## src/rtl/core/hrh_pkg.sv

```systemverilog
// shared types and constants for the hit record histogrammer
`timescale 1ns / 1ps
`default_nettype none
package hrh_pkg;

   localparam int CHANNELS        = 128;
   localparam int CHIP_SLOTS      = 26;
   localparam int AMPLITUDE_STEPS = 64;
   localparam int COUNT_WIDTH     = 16;

   localparam int CHAN_W  = $clog2(CHANNELS) > 0 ? $clog2(CHANNELS) : 1;
   localparam int SLOT_W  = $clog2(CHIP_SLOTS);
   localparam int AMP_W   = $clog2(AMPLITUDE_STEPS) > 0 ? $clog2(AMPLITUDE_STEPS) : 1;
   localparam int DEPTH   = CHIP_SLOTS * CHANNELS * AMPLITUDE_STEPS;
   localparam int ADDR_W  = $clog2(DEPTH);
   localparam int CSR_W   = 16;

   localparam logic [COUNT_WIDTH-1:0] COUNT_MAX = '1;

   typedef enum logic [1:0] {
      CMD_WORD  = 2'd0,
      CMD_READ  = 2'd1,
      CMD_CROSS = 2'd2,
      CMD_NONE  = 2'd3
   } command_type;

   typedef enum logic [1:0] {
      KIND_HEADER = 2'd0,
      KIND_DATA   = 2'd1,
      KIND_SKIP   = 2'd2,
      KIND_CHECK  = 2'd3
   } kind_type;

   typedef enum logic [1:0] {
      PH_HEADER = 2'd0,
      PH_BODY   = 2'd1,
      PH_CHECK  = 2'd2
   } phase_type;

   localparam logic CSR_LEVEL = 1'b0;
   localparam logic CSR_AMPS  = 1'b1;

   typedef struct packed {
      logic [1:0]  command;
      logic [31:0] word;
      logic [4:0]  query_chip;
      logic [6:0]  query_channel;
      logic [5:0]  query_amplitude;
   } req_type;

   typedef struct packed {
      logic [1:0]  record_kind;
      logic        hit_counted;
      logic [4:0]  chip_id;
      logic        board_id;
      logic [6:0]  channel_id;
      logic [5:0]  amplitude;
      logic [6:0]  crossing_id;
      logic [2:0]  adc_value;
      logic [15:0] count_value;
      logic        found;
      logic [5:0]  crossing_amplitude;
   } rsp_type;

   // controller -> datapath
   typedef struct packed {
      logic clear_en;      // clearing pass write
      logic load;          // latch request
      logic rd_issue;      // issue memory read
      logic inc_write;     // write incremented value
      logic search_start;
      logic search_step;   // advance search amplitude
      logic rsp_load;      // build response
      logic frame_update;
   } cmd_type;

   // datapath -> controller
   typedef struct packed {
      logic       clear_done;
      logic [1:0] command;
      logic       hit;          // word is a countable hit
      logic       search_last;  // last amplitude or out of range
      logic       search_hit;   // read data exceeds level
   } status_type;

endpackage
`default_nettype wire

```

## src/rtl/core/hrh_ctrl.sv

```systemverilog
// sequencing state machine for the histogrammer
`timescale 1ns / 1ps
`default_nettype none
module hrh_ctrl
   import hrh_pkg::*;
(
   input  wire logic       clock,
   input  wire logic       reset,
   input  wire logic       req_valid,
   output logic            req_ready,
   output logic            rsp_valid,
   input  wire logic       rsp_ready,
   input  wire status_type stat,
   output cmd_type         cmd
);

   typedef enum logic [6:0] {
      ST_CLEAR  = 7'b0000001,
      ST_IDLE   = 7'b0000010,
      ST_DECODE = 7'b0000100,
      ST_WAIT   = 7'b0001000,
      ST_FINISH = 7'b0010000,
      ST_SEARCH = 7'b0100000,
      ST_SRCHK  = 7'b1000000
   } state_type;

   state_type state_ff, state_in;
   logic      rsp_valid_ff, rsp_valid_in;

   // response register frees up when taken
   wire logic out_free = !rsp_valid_ff || rsp_ready;

   assign req_ready = (state_ff == ST_IDLE);
   assign rsp_valid = rsp_valid_ff;

   always_comb begin
      state_in     = state_ff;
      rsp_valid_in = rsp_valid_ff && !rsp_ready;
      cmd          = '0;
      unique case (state_ff)
         ST_CLEAR: begin
            cmd.clear_en = !stat.clear_done;
            if (stat.clear_done) state_in = ST_IDLE;
         end
         ST_IDLE: begin
            if (req_valid) begin
               cmd.load = 1'b1;
               state_in = ST_DECODE;
            end
         end
         ST_DECODE: begin
            // read issued for every command: counting, single reads and crossing search
            cmd.rd_issue = 1'b1;
            if (stat.command == CMD_CROSS) begin
               cmd.search_start = 1'b1;
               state_in = ST_SEARCH;
            end else begin
               state_in = ST_WAIT;
            end
         end
         ST_WAIT: begin
            state_in = ST_FINISH;
         end
         ST_FINISH: begin
            if (out_free) begin
               cmd.inc_write    = stat.hit;
               cmd.frame_update = 1'b1;
               cmd.rsp_load     = 1'b1;
               rsp_valid_in     = 1'b1;
               state_in         = ST_IDLE;
            end
         end
         ST_SEARCH: begin
            state_in = ST_SRCHK;
         end
         ST_SRCHK: begin
            if (stat.search_hit || stat.search_last) begin
               if (out_free) begin
                  cmd.rsp_load = 1'b1;
                  rsp_valid_in = 1'b1;
                  state_in     = ST_IDLE;
               end
            end else begin
               cmd.search_step = 1'b1;
               state_in        = ST_SEARCH;
            end
         end
         default: state_in = ST_IDLE;
      endcase
   end

   always_ff @(posedge clock) begin
      if (reset) begin
         state_ff     <= ST_CLEAR;
         rsp_valid_ff <= 1'b0;
      end else begin
         state_ff     <= state_in;
         rsp_valid_ff <= rsp_valid_in;
      end
   end

endmodule
`default_nettype wire

```

## config.mk

```make
export PLATFORM = sky130hd
export DESIGN_NAME = hrh_ctrl
export DESIGN_NICKNAME = d
export VERILOG_FILES = /design/src/rtl/core/hrh_pkg.sv /design/src/rtl/core/hrh_ctrl.sv
export SDC_FILE = /design/constraint.sdc
export NUM_CORES = 1
export LEC_CHECK = 0
export BUFFER_PORTS_ARGS = -buffer_cell sky130_fd_sc_hd__buf_2
export CAP_MARGIN = 30
export CORE_AREA = 2 2 39 41
export DETAILED_ROUTE_END_ITERATION = 8
export DIE_AREA = 0 0 41 43
export PLACE_DENSITY = 0.66
export SLEW_MARGIN = 20
export SYNTH_ARGS = -nofsm -noshare
export SYNTH_HDL_FRONTEND = slang
export SYNTH_SLANG_ARGS = --single-unit
export TNS_END_PERCENT = 30
```

## constraint.sdc

```tcl
create_clock -name clock -period 3.4 [get_ports clock]
set_input_delay 0.68 -clock clock [delete_from_list [all_inputs] [get_ports clock]]
set_output_delay 0.68 -clock clock [all_outputs]
set_load 0.01 [all_outputs]
```

Word level (Yosys, flattened, before mapping)
Index checks and enable logic that the tools add are counted.
W data, S select, Z words.
{"block": "totals", "reg_bits": 8}
{"block": "op_classes", "eq_ne": 10, "n_mux": 24, "reduce_logical": 7}
{"operator": "$pmux W7 S7", "n": 1}
{"operator": "$mux W7", "n": 4}
{"operator": "$mux W1", "n": 15}
{"operator": "$eq A7 B1 Y1 const B", "n": 1}
{"operator": "$eq A7 B2 Y1 const B", "n": 1}
{"operator": "$eq A7 B3 Y1 const B", "n": 1}
{"operator": "$eq A7 B4 Y1 const B", "n": 1}
{"operator": "$eq A7 B5 Y1 const B", "n": 1}
{"operator": "$eq A7 B6 Y1 const B", "n": 1}
{"operator": "$eq A7 B7 Y1 const B", "n": 1}
{"operator": "$mux W6", "n": 1}
{"operator": "$ne A2 B2 Y1 const B", "n": 2}
{"operator": "$pmux W1 S2", "n": 2}
{"operator": "$logic_not A1 Y1", "n": 3}
{"operator": "$eq A2 B2 Y1 const B", "n": 1}
{"operator": "$logic_or A1 B1 Y1", "n": 2}
{"operator": "$mux W2", "n": 1}
{"operator": "$reduce_and A2 Y1", "n": 1}
{"operator": "$logic_and A1 B1 Y1", "n": 1}

Depth between registers and ports, before layout
Gate-level depths: netlist of run 1.
{"block": "logic_depth", "depth_word": 5, "depth_mapped": 5, "depth_no_buf": 4}

Worst setup path after synthesis of run 1
Ideal clock, no wire load.
{"block": "synth_timing", "kind": "flip-flop to output port", "startpoint": "register state_ff[1]", "endpoint": "output port cmd[4] (netlist bit)", "arrival_ns": 1.484, "required_ns": 2.720, "slack_ns": 1.236, "path_stages_with_launch": 5, "path_cell_list": "dfxtp_1 -> or2_1 -> nor4_2 -> nor3b_1 -> and2_1"}
{"item": "start, declared", "line_no": "hrh_ctrl.sv:27", "text": "state_type state_ff, state_in;"}
{"item": "start signal, assigned", "line_no": "hrh_ctrl.sv:97", "text": "state_ff <= state_in;"}
{"item": "end, declared", "line_no": "hrh_ctrl.sv:14", "text": "output cmd_type cmd"}

==> results of run 1 <==
[through the flow]
stage               power, mW  instance area [sq um]
global route            0.213                    641
floorplan               0.120                    524
CTS                     0.205                    641
global placement        0.132                    618
detailed placement      0.133                    618
finish                  0.204                    641
[metal layers]
layer / share of wire [%] / wire, um / vias up
li1: - / - / 270
met1: 45 / 539 / 259
met2: 48 / 572 / 14
met3: 3.4 / 40 / 5
met4: 3.2 / 38 / 0
met5: 0 / 0 / -
[cells in the mapped netlist]
cell	count	area share (%)
sky130_fd_sc_hd__nor4b_1	2	3.3
sky130_fd_sc_hd__dfxtp_1	8	31
sky130_fd_sc_hd__buf_6	1	2.1
sky130_fd_sc_hd__o21ai_0	2	1.9
sky130_fd_sc_hd__nor4_2	1	2.4
sky130_fd_sc_hd__or2_1	1	1.2
sky130_fd_sc_hd__or2_2	1	1.2
sky130_fd_sc_hd__nor3_1	1	0.95
sky130_fd_sc_hd__and3_1	1	1.2
sky130_fd_sc_hd__a41oi_1	1	1.7
sky130_fd_sc_hd__nor4_1	3	3.6
sky130_fd_sc_hd__nand2_1	1	0.72
sky130_fd_sc_hd__buf_2	2	1.9
sky130_fd_sc_hd__a21oi_1	3	2.9
sky130_fd_sc_hd__o21ba_1	1	1.9
sky130_fd_sc_hd__nor3b_1	3	4.3
sky130_fd_sc_hd__a211oi_1	1	1.4
sky130_fd_sc_hd__nor2_1	4	2.9
sky130_fd_sc_hd__and2_1	1	1.2
sky130_fd_sc_hd__or3_1	1	1.2
sky130_fd_sc_hd__nand2b_1	4	4.8
sky130_fd_sc_hd__o311ai_0	1	1.7
sky130_fd_sc_hd__nor3_2	2	3.8
sky130_fd_sc_hd__xor2_1	1	1.7
sky130_fd_sc_hd__o211ai_1	1	1.4
sky130_fd_sc_hd__or4_4	1	2.1
sky130_fd_sc_hd__and2_2	2	2.9
sky130_fd_sc_hd__nor4b_2	1	2.9
sky130_fd_sc_hd__and2b_1	1	1.4
sky130_fd_sc_hd__nor2b_1	2	2.4
sky130_fd_sc_hd__inv_1	3	2.1
sky130_fd_sc_hd__nand3_1	2	1.9
sky130_fd_sc_hd__nand4_1	2	2.4
[how the worst max path moves through the flow]
stage,slack [ns],to,start,depth (start not counted)
final,0.94,cmd[4],state_ff[1],5
after floorplan,1.24,cmd[4],state_ff[1],4
after global routing,0.75,cmd[4],state_ff[1],5
after global placement,1.24,cmd[4],state_ff[1],5
after detailed placement,1.23,cmd[4],state_ff[1],5
after CTS,0.95,cmd[4],state_ff[1],5
[registers in the layout, indices dropped and copies added (netlist names)]
name and flops:
state_ff 7, rsp_valid 1
[cell type report]
type / count / area [sq um] / share of cell area [%]
inverters: 3 / 11.3 / 1.76
multi-input cells: 48 / 332 / 51.8
flip-flops and latches: 8 / 160 / 25.0
clock buffers: 3 / 22.5 / 3.52
repair buffers: 19 / 95.1 / 14.8
well taps: 16 / 20.0 / 3.13
[report_power, final]
part | switching (mW) | leakage (nW) | internal, mW
clock | 0.0325 | 0.0138 | 0.0404
combinational | 0.0147 | 0.213 | 0.0154
sequential | 0.00415 | 0.0652 | 0.0966
total | 0.0513 | 0.292 | 0.152
[cell families after synthesis]
kind of cell | Yosys count | share of synthesized area, %
xor+xnor | 1 | 1.67
flops | 8 | 30.5
compound gates | 10 | 12.9
simple gates | 37 | 48.7
buf+inv | 6 | 6.21
[worst min-delay path, cell delays in order (launching register included)]
cell,delay (ns)
sky130_fd_sc_hd__dfxtp_1,0.31
sky130_fd_sc_hd__nand2b_1,0.12
sky130_fd_sc_hd__a21oi_1,0.08
==> summary by stage, run 1 <==
Floorplan
Measured along the x axis, the die boundary spans 41 um. The total I/O pin count is 20. The floorplan core area is approximately 0.0014 sq mm. The die outline height is ~43 um. The initial utilization of the core area, before any placement, comes to a little under two fifths. In this run the core area contains 14 standard-cell rows. The total die area is about 0.0018 sq mm.

Clock network
TritonCTS built the clock tree. The clock sink count is 8. In this run the number of H-tree levels came out at 1. The clock transition time at the flip-flop clock pins of the worst setup and hold paths is 0.06 ns. The CTS root buffer is sky130_fd_sc_hd__clkbuf_4. In this run the deepest clock path goes through 2 buffers. The TritonCTS buffer count is 3. After clock tree synthesis, the flow added hold-fix buffers numbering 0. The total of cells resized after clock tree synthesis is 0. At the later pin of the worst-skew pair, clock insertion delay measures between 0.2 and 0.3 ns. After clock tree synthesis, the setup repair step added 0 buffers.

Cells and area
The post-route netlist has a little under two fifths of its cells at a drive strength greater than 1. Leaving out fill and tap cells, the most frequent cell in the layout is sky130_fd_sc_hd__buf_2. The fraction of the core area covered by cells at the end of the flow is a little under half. For this run, the post-layout net count is 93.

Leaving out fill and tap cells, the most frequent cells in the layout are sky130_fd_sc_hd__buf_2, sky130_fd_sc_hd__dfxtp_1, sky130_fd_sc_hd__nand2b_1, sky130_fd_sc_hd__nor2_1. The area growth from synthesis to layout is 22.2%. The number of antenna diodes in the final layout is 0. Counting the fill cells in the layout gives between 100 and 150. The number of standard cells in the final layout excluding fillers is 97.

Pwr
The cell leakage power is roughly 0.29 nW. In this run the power density over the cells is roughly 320 mW/mm^2. The peak ir drop on the vdd network is between 0.15 and 0.2 mV.

GRT
For this run, the total global-route usage over all layers was measured as around 17%. The met1 routing resource usage after global routing is about 19%. The global routing met2 resource utilization is a little over a quarter.

The number of antenna violations at the first check in global routing is 0. Global routing finished with a remaining overflow of 0. The number of global-route vias before repair is 535.

The met3 usage in global routing is 1.57%. In this run the most used layer during global routing was met2. The wire length of the first global-routing pass is a little over 2000 um. Entering global routing, the biggest net connects 11 pins.

Logic synthesis
After synthesis, flip-flops and latches occupy 30.5% of the total area. In this run, synthesis produced a sequential element count of 8. After technology mapping, the gate count stands at 62. The total nets after synthesis is 72.

The average cell area after synthesis is between 8 and 9 sq um. The distinct cell type count after synthesis is 33. The combined area of all synthesized cells is approximately 520 sq um. For this run, the number of Yosys warnings is 0.

Route
After the first detailed-routing iteration, the DRC count stood at 7. For this block, the routed nets add up to around 1200 um of wire. Detailed routing inserted a total of around 550 vias. The number of detailed-route iterations in the first pass is 2. The post-detailed-route via-to-cell ratio is around 5.6.

In this run the remaining antenna-violating nets after routing total 0. The post-route DRC violation count is 0. Dividing the detail-routed wire length by the instance count gives between 10 and 15 um.

Worst setup path
The slowest cell on the critical path is sky130_fd_sc_hd__dfxtp_1. The worst path buffer plus inverter count is 1. The worst-path maximum fanout is 7. The startpoint class of the critical path is a register.

The longest individual stage delay on the worst path is 0.37 ns. The critical path goes through or2_1 -> nor4_2 -> nor3b_1 -> and2_1 -> buf_2. The worst endpoint data arrival time is between 1.5 and 2 ns. Data on the critical path is required at its endpoint by ~2.7 ns. The register-to-register setup slack is between 1.5 and 2 ns. The startpoint of the worst-slack reg-to-reg timing path is state_ff[6]. The critical path is of the register to output port type. The endpoint of the worst register-to-register path is state_ff[5]. Counting cells, the worst reg-to-reg path comes to 4. The element type at the critical path end is an output port.

The cell type group with the largest total delay on the critical path is simple AND/OR/NAND/NOR gates.

STA
The highest achievable clock rate is 0.407 GHz. Setup repair after global routing left no endpoint under its margin. The post-route clock skew is ~0.0056 ns. Setup slack closes at ~0.94 ns.

The number of endpoints with negative hold slack in the final report came to 0. The normalized max-slew margin is about 70%. The final count of pins violating max slew is 0.

The total setup violations reported at the end of the flow is 0. For the pin with the worst max-slew slack, the measured transition is between 0.4 and 0.5 ns. For the finished layout, the period the worst path requires is 2.46 ns.

On the final layout, the worst hold slack is 0.556 ns. The total negative setup slack is 0 ns. The final cycle utilization of the critical path is between 70% and 80%.

Placed design
Before CTS, the worst setup slack after placement is approximately 1.2 ns. The placed cell count is between 90 and 100. In this run the tool buffered the top-level ports with 19 buffer cells. The final weighted congestion of routability-driven global placement is roughly 0.77. The half-perimeter wire length after detailed placement is a little over 900 um.

Outcome
The run finished with clean final reports.

Hold path
The min-delay analysis places its worst path in the category register to register. The hold path depth is 2. The endpoint of the worst hold path is rsp_valid.

The startpoint of the most critical hold path is rsp_valid.

Job
The max-capacitance violation count is 0.
Note: power is estimated with default switching activity, not from simulation.
==> run 2: changes to the inputs <==
--- a/config.mk
+++ b/config.mk
@@ -10,7 +10,7 @@
 export CORE_AREA = 2 2 39 41
 export DETAILED_ROUTE_END_ITERATION = 8
 export DIE_AREA = 0 0 41 43
-export PLACE_DENSITY = 0.66
+export PLACE_DENSITY = 0.69
 export SLEW_MARGIN = 20
 export SYNTH_ARGS = -nofsm -noshare
 export SYNTH_HDL_FRONTEND = slang
==> constraint.sdc (replaced) <==
create_clock -name clock -period 2.1 [get_ports clock]
set_input_delay 0.42 -clock clock [delete_from_list [all_inputs] [get_ports clock]]
set_output_delay 0.42 -clock clock [all_outputs]
set_load 0.01 [all_outputs]
==> run 2 against run 1 <==
Compared with the run above: worst hold slack got worse by 0.13 ns; total power increased by 66%; sequential power grew 63%; sequential share of layout area is 0.64 points lower; final area grew 6.6%; via count decreased by 1.1%; die area is the same; clock power increased by 63%; highest routed layer is now met3.
==> summary by stage, run 2 (synthesis results as in run 1) <==
Outcome
Outcome: completed (unchanged).

Pwr
The fraction of power consumed by the clock network is 35.1% (was 35.8%). The total power per unit cell area came to 495 mW/mm^2 (was 318 mW/mm^2). The design internal power is 0.251 mW (was 0.152 mW). The peak ir drop on the vdd network was 0.372 mV (was 0.188 mV).

The logic gate share of total power is 16.2% (was 14.8%). The cell leakage power is 0.302 nW (was 0.292 nW). The switching power is 0.0869 mW (was 0.0513 mW). The overall power after layout came to 0.338 mW (was 0.204 mW). The switching portion of total power is 25.7% (was 25.2%). The register share of total power was 48.7% (was 49.5%).

Route
The per-cell routed wire length is 12.3 um (about the same). The routed wire length is 1210 um (was 1190 um). The number of nets still failing antenna checks after routing is 0 (unchanged). The number of detailed-route iterations in the first pass is 4 (was 2). The via total after detailed routing came to 542 (was 548). The post-detailed-route via-to-cell ratio was 5.53 (was 5.65). The starting DRC count in detailed routing is 15 (was 7).

The post-route DRC violation count was 0 (unchanged).

STA
The final-layout worst hold slack is 0.424 ns (was 0.556 ns). Setup repair after global routing missed its margin: true (was false). The worst path in the final design needs a cycle of about 2.1 ns, including I/O delays and setup.

The actual slew at the worst max-slew pin is 0.315 ns (was 0.414 ns). Static timing analysis puts the maximum clock frequency at between 0.4 and 0.5 GHz. The post-route clock skew is 0.000652 ns (was 0.00559 ns).

The normalized max-slew margin came to 78.8% (was 72.2%). The number of endpoints with negative hold slack in the final report came to 0 (unchanged). The final count of pins violating max slew came to 0 (unchanged).

The final cycle utilization of the critical path is 98.7%. The total setup violations reported at the end of the flow is 0 (unchanged).

Cells and area
The area used by sequential logic in the layout is 166 sq um (was 160 sq um). The flip-flop count of the largest register, all copies and words added was 7 (unchanged). The signed area change from the synthesized netlist to the final layout is 30.3% (was 22.2%). The footprint of the multi-input gates is 360 sq um (was 332 sq um).

The count of inserted antenna diode cells is 0 (unchanged). The number of filler cells placed in the layout is 133 (was 129). Most used cells in the layout excluding fill and tap cells: sky130_fd_sc_hd__buf_2, sky130_fd_sc_hd__dfxtp_2, sky130_fd_sc_hd__nand2b_1, sky130_fd_sc_hd__nor2_1 (was sky130_fd_sc_hd__buf_2, sky130_fd_sc_hd__dfxtp_1, sky130_fd_sc_hd__nand2b_1, sky130_fd_sc_hd__nor2_1).

The largest register by flop count is state_ff (unchanged). The most common cell after layout, fill and taps aside is sky130_fd_sc_hd__buf_2 (unchanged). The number of nets in the finished design is 94 (was 93). The fraction of layout cells with a size suffix above 1 was 46.3% (was 37.0%).

Hold path
The path category of the worst min-delay check is input port to register (was register to register).

Worst setup path
The slowest cell on the critical path is sky130_fd_sc_hd__or4_4 (was sky130_fd_sc_hd__dfxtp_1). The register-to-register setup slack is 0.64 ns (was 1.87 ns). The worst path buffer plus inverter count is 1 (unchanged). The kind of critical path was register to output port (unchanged). CP Cell Sequence: or4_4 -> nor3_4 -> and2_2 -> buf_2 (was or2_1 -> nor4_2 -> nor3b_1 -> and2_1 -> buf_2). The worst-path maximum fanout is 7 (unchanged).

The longest individual stage delay on the worst path is 0.57 ns (was 0.37 ns). The required time of the critical path is 1.68 ns (was 2.72 ns). The cell type group with the largest total delay on the critical path was simple AND/OR/NAND/NOR gates (unchanged). The startpoint class of the critical path is a register (unchanged). The worst endpoint data arrival time is 1.65 ns (was 1.78 ns).

The element type at the critical path end is an output port (unchanged).

Clock network
The clock latency on the worst-skew pair is 0.25 ns (about the same). The clock sink count came to 8 (unchanged). The clock transition time at the flip-flop clock pins of the worst setup and hold paths was 0.06 ns (about the same). The TritonCTS buffer count is 3 (unchanged). The TritonCTS clock tree is built (unchanged). The number of buffers on the longest clock path is 2 (unchanged). The CTS root buffer is sky130_fd_sc_hd__clkbuf_4 (unchanged). The H-tree depth came to 1 (unchanged). The count of buffers added by post-CTS timing repair for setup is 0 (unchanged).

Floorplan
The initial core utilization is 37.9% (unchanged). The total die area came to 0.00176 sq mm (unchanged). The die outline height came to 43 um (unchanged).

The x dimension of the die is 41 um (unchanged). The floorplan core area was 0.00138 sq mm (unchanged). The placement row count is 14 (unchanged). The total I/O pin count came to 20 (unchanged).

Job
The max-capacitance violation count was 0 (unchanged).

GRT
The number of antenna violations at the first check in global routing was 0 (unchanged). The aggregate global-route resource usage is 16.1% (was 17.1%). The total congestion overflow is 0 (unchanged). The largest net degree at the start of global routing is 11 (unchanged). The number of global-route vias before repair is 473 (was 535).

The wire length of the first global-routing pass is 2030 um (was 2060 um).

Placed design
The quantity of I/O buffers inserted on ports is 19 (unchanged). The final weighted congestion of routability-driven global placement was 0.780 (was 0.769). The half-perimeter wire length after detailed placement is 891 um (was 918 um).
-- run 2: cell types whose count changed in the layout (fill, tap and decap cells not counted), sizes merged --
cell,before,now
buf,19,20
-- run 2: path summary, 6_finish.rpt --
kind	start	endpoint	cells past startpoint
worst min-delay path	reset	state_ff[4]	2
worst max-delay path	state_ff[3]	cmd[6]	4
worst max register to register	state_ff[3]	state_ff[5]	4
worst min register to register	rsp_valid	rsp_valid	2
-- run 2: power groups by stage --
stage	sequential, mW	combinational, mW	clock, mW
floorplan	0.164	0.0304	0
global placement	0.165	0.0483	0
finish	0.165	0.0546	0.119
detailed placement	0.166	0.0483	0
global route	0.165	0.0601	0.129
CTS	0.163	0.0514	0.122
-- run 2: layout make-up --
type | instances | area share (%)
Clock buffer | 3 | 3.30
Inverter | 3 | 1.65
Multi-Input combinational cell | 48 | 52.7
Sequential cell | 8 | 24.4
Tap cell | 16 | 2.93
Timing Repair Buffer | 20 | 15.0
-- run 2: layer usage --
| metal | part of all wire, % | global-route usage, % |
|---|---|---|
| met5 | 0 | 0 |
| met4 | 0 | 6.00 |
| met3 | 4.9 | 3.14 |
| met2 | 50 | 24.4 |
| met1 | 45 | 21.7 |
-- run 2: worst reg2reg max path, cell delays in order (launching register included) --
cell and delay [ns]:
sky130_fd_sc_hd__dfxtp_2 0.36, sky130_fd_sc_hd__or4_4 0.57, sky130_fd_sc_hd__nor3_4 0.17, sky130_fd_sc_hd__and2_2 0.18, sky130_fd_sc_hd__o21ba_1 0.12
-- run 2: what timing repair did --
action | in CTS | in global routing
setup endpoints to repair | 4 | 6
resized for setup | 5 | 5
hold buffers | 0 | 0
-- run 2: through the flow --
step	worst slack [ns]	util (%)	cell area (sq um)	cells	setup TNS (ns)
after floorplan	0.196	-	524	62	0
after global placement	0.241	45.2	626	95	0
after detailed placement	0.161	45.2	626	95	0
after CTS	0.00481	48.5	671	98	0
after global routing	-0.0322	49.4	683	98	-0.0859
final	0.0263	49.4	683	98	0
==> run 3: changes to the inputs <==
--- a/config.mk
+++ b/config.mk
@@ -10,6 +10,7 @@
 export CORE_AREA = 2 2 39 41
 export DETAILED_ROUTE_END_ITERATION = 8
 export DIE_AREA = 0 0 41 43
+export MAX_ROUTING_LAYER = met4
 export PLACE_DENSITY = 0.69
 export SLEW_MARGIN = 20
 export SYNTH_ARGS = -nofsm -noshare
==> run 3 against run 2 <==
Compared with the run above: sequential share of layout area did not move; clock skew grew 0.0029 ns; critical path type unchanged; critical endpoint unchanged; non-clock buffer count unchanged; die area did not move; largest power group unchanged; cell count stayed put; first-iteration DRC count fell by 20%; critical path depth unchanged; total power grew 0.55%; clock-buffer cell count unchanged; combinational power about the same; worst hold slack about the same; flip-flop and latch count stayed put.
==> summary by stage, run 3 (synthesis results as in run 1) <==
GRT
The total congestion overflow is 0 (unchanged). The wire length of the first global-routing pass is 2030 um (unchanged). The number of global-route vias before repair is 472 (was 473).

The aggregate global-route resource usage was 16.5% (was 16.1%). The largest net degree at the start of global routing is 11 (unchanged). The number of antenna violations at the first check in global routing is 0 (unchanged).

Cells and area
The fraction of layout cells with a size suffix above 1 is 46.3% (unchanged). Most used cells in the layout excluding fill and tap cells: sky130_fd_sc_hd__buf_2, sky130_fd_sc_hd__dfxtp_2, sky130_fd_sc_hd__nand2b_1, sky130_fd_sc_hd__nor2_1 (unchanged). The signed area change from the synthesized netlist to the final layout is 30.3% (unchanged). The flip-flop count of the largest register, all copies and words added is 7 (unchanged). The most common cell after layout, fill and taps aside is sky130_fd_sc_hd__buf_2 (unchanged). The post-layout instance area is 683 sq um (unchanged). The number of nets in the finished design is 94 (unchanged).

The count of inserted antenna diode cells is 0 (unchanged). The number of standard cells in the final layout excluding fillers is 98 (unchanged). The largest register by flop count is state_ff (unchanged).

Pwr
The peak ir drop on the vdd network was 0.377 mV (was 0.372 mV). The total power per unit cell area is 497 mW/mm^2 (was 495 mW/mm^2). The cell leakage power is 0.302 nW (unchanged).

Placed design
The placed cell count is 95 (unchanged). The final weighted congestion of routability-driven global placement is 0.791 (was 0.780). The area after detailed placement is 626 sq um (unchanged).

The quantity of I/O buffers inserted on ports is 19 (unchanged). The setup slack after placement came to 0.161 ns (unchanged). The half-perimeter wire length after detailed placement is 891 um (unchanged).

Route
The total length of routed met2 wires is 611 um (was 608 um). The top routing layer in use is met3 (unchanged). The number of nets still failing antenna checks after routing came to 0 (unchanged). The post-route DRC violation count is 0 (unchanged).

The routed length on met3 came to 37 um (was 59 um). The per-cell routed wire length is 12.4 um (was 12.3 um). The post-detailed-route via-to-cell ratio is 5.43 (was 5.53). The detailed-routing wirelength on met1 is 567 um (was 538 um).

The routed wire length is 1220 um (was 1210 um). The starting DRC count in detailed routing came to 12 (was 15). The number of detailed-route iterations in the first pass is 4 (unchanged). The via total after detailed routing is 532 (was 542).

STA
The final-layout worst hold slack is 0.424 ns (about the same). The total setup violations reported at the end of the flow came to 0 (unchanged). The setup slack of the critical path after layout came to 0.0226 ns (was 0.0263 ns). The number of endpoints with negative hold slack in the final report came to 0 (unchanged). The highest achievable clock rate is 0.481 GHz (was 0.482 GHz). The actual slew at the worst max-slew pin is 0.316 ns (was 0.315 ns). Setup repair after global routing missed its margin: true (unchanged). The final count of pins violating max slew is 0 (unchanged).

The normalized max-slew margin is 78.7% (was 78.8%). The minimum clock period after layout is 2.08 ns (was 2.07 ns). The final cycle utilization of the critical path was 98.9% (was 98.7%). The post-route clock skew is 0.00356 ns (was 0.000652 ns).

Hold path
The path category of the worst min-delay check is input port to register (unchanged).

Clock network
The clock transition time at the flip-flop clock pins of the worst setup and hold paths came to 0.06 ns (about the same). The CTS root buffer was sky130_fd_sc_hd__clkbuf_4 (unchanged). The number of buffers on the longest clock path is 2 (unchanged). The TritonCTS clock tree is built (unchanged). The H-tree depth is 1 (unchanged). The TritonCTS buffer count was 3 (unchanged). The count of buffers added by post-CTS timing repair for setup is 0 (unchanged).

The clock latency on the worst-skew pair was 0.25 ns (about the same). The clock sink count is 8 (unchanged).

Worst setup path
CP Cell Sequence: or4_4 -> nor3_4 -> and2_2 -> buf_2 (unchanged). The startpoint class of the critical path is a register (unchanged). The longest individual stage delay on the worst path is 0.57 ns (about the same). The required time of the critical path came to 1.68 ns (about the same). The element type at the critical path end is an output port (unchanged).

The kind of critical path is register to output port (unchanged). The worst endpoint data arrival time is 1.66 ns (was 1.65 ns). The worst-path maximum fanout is 7 (unchanged). The slowest cell on the critical path is sky130_fd_sc_hd__or4_4 (unchanged).

Outcome
Outcome: completed (unchanged).

Floorplan
The total die area is 0.00176 sq mm (unchanged). The total I/O pin count is 20 (unchanged). The floorplan core area is 0.00138 sq mm (unchanged). The x dimension of the die is 41 um (unchanged). The placement row count came to 14 (unchanged). The die outline height is 43 um (unchanged). The initial core utilization was 37.9% (unchanged).

Job
The max-capacitance violation count is 0 (unchanged).
run 3: cell counts in the layout (fill, tap and decap cells not counted):
No cell type changed its count.
run 3: area by class of cell:
type                    instances  area (sq um)
fillers                       133           701
multi-input cells              48           360
flip-flops and latches          8           166
repair buffers                 20           103
clock buffers                   3          22.5
well taps                      16          20.0
inverters                       3          11.3
run 3: final timing paths:
| path | start | endpoint | slack (ns) | cells past startpoint |
|---|---|---|---|---|
| hold / removal | reset | state_ff[4] | 0.42 | 2 |
| setup reg to reg | state_ff[3] | state_ff[5] | 0.64 | 4 |
| setup / recovery | state_ff[3] | cmd[6] | 0.02 | 4 |
| hold reg to reg | rsp_valid | rsp_valid | 0.55 | 2 |
run 3: where the power goes:
part / switching, mW / total (mW) / internal (mW)
sequential: 0.00748 / 0.165 / 0.157
combinational: 0.0261 / 0.0544 / 0.0283
clock: 0.0550 / 0.121 / 0.0656
run 3: per-layer routing:
| layer | up-vias | global-route usage [%] |
|---|---|---|
| met4 | 0 | 6.00 |
| met2 | 14 | 24.4 |
| met5 | - | - |
| met3 | 0 | 3.14 |
| li1 | 269 | - |
| met1 | 249 | 21.7 |
run 3: worst max-delay path, delay by kind of cell (launching register included):
kind,cells,cell delay (ns)
simple gates,3,0.91
flops,1,0.36
buf+inv,1,0.12
run 3: stage by stage:
stage | total power [mW] | util [%] | TNS [ns]
floorplan | 0.194 | - | 0
global placement | 0.214 | 45.2 | 0
detailed placement | 0.214 | 45.2 | 0
CTS | 0.336 | 48.5 | 0
global route | 0.354 | 49.4 | -0.0859
finish | 0.340 | 49.4 | 0
run 3: what timing repair did:
action | CTS | global route
gates resized for setup | 5 | 5
hold buffers | 0 | 0
endpoints found under the setup margin | 4 | 6
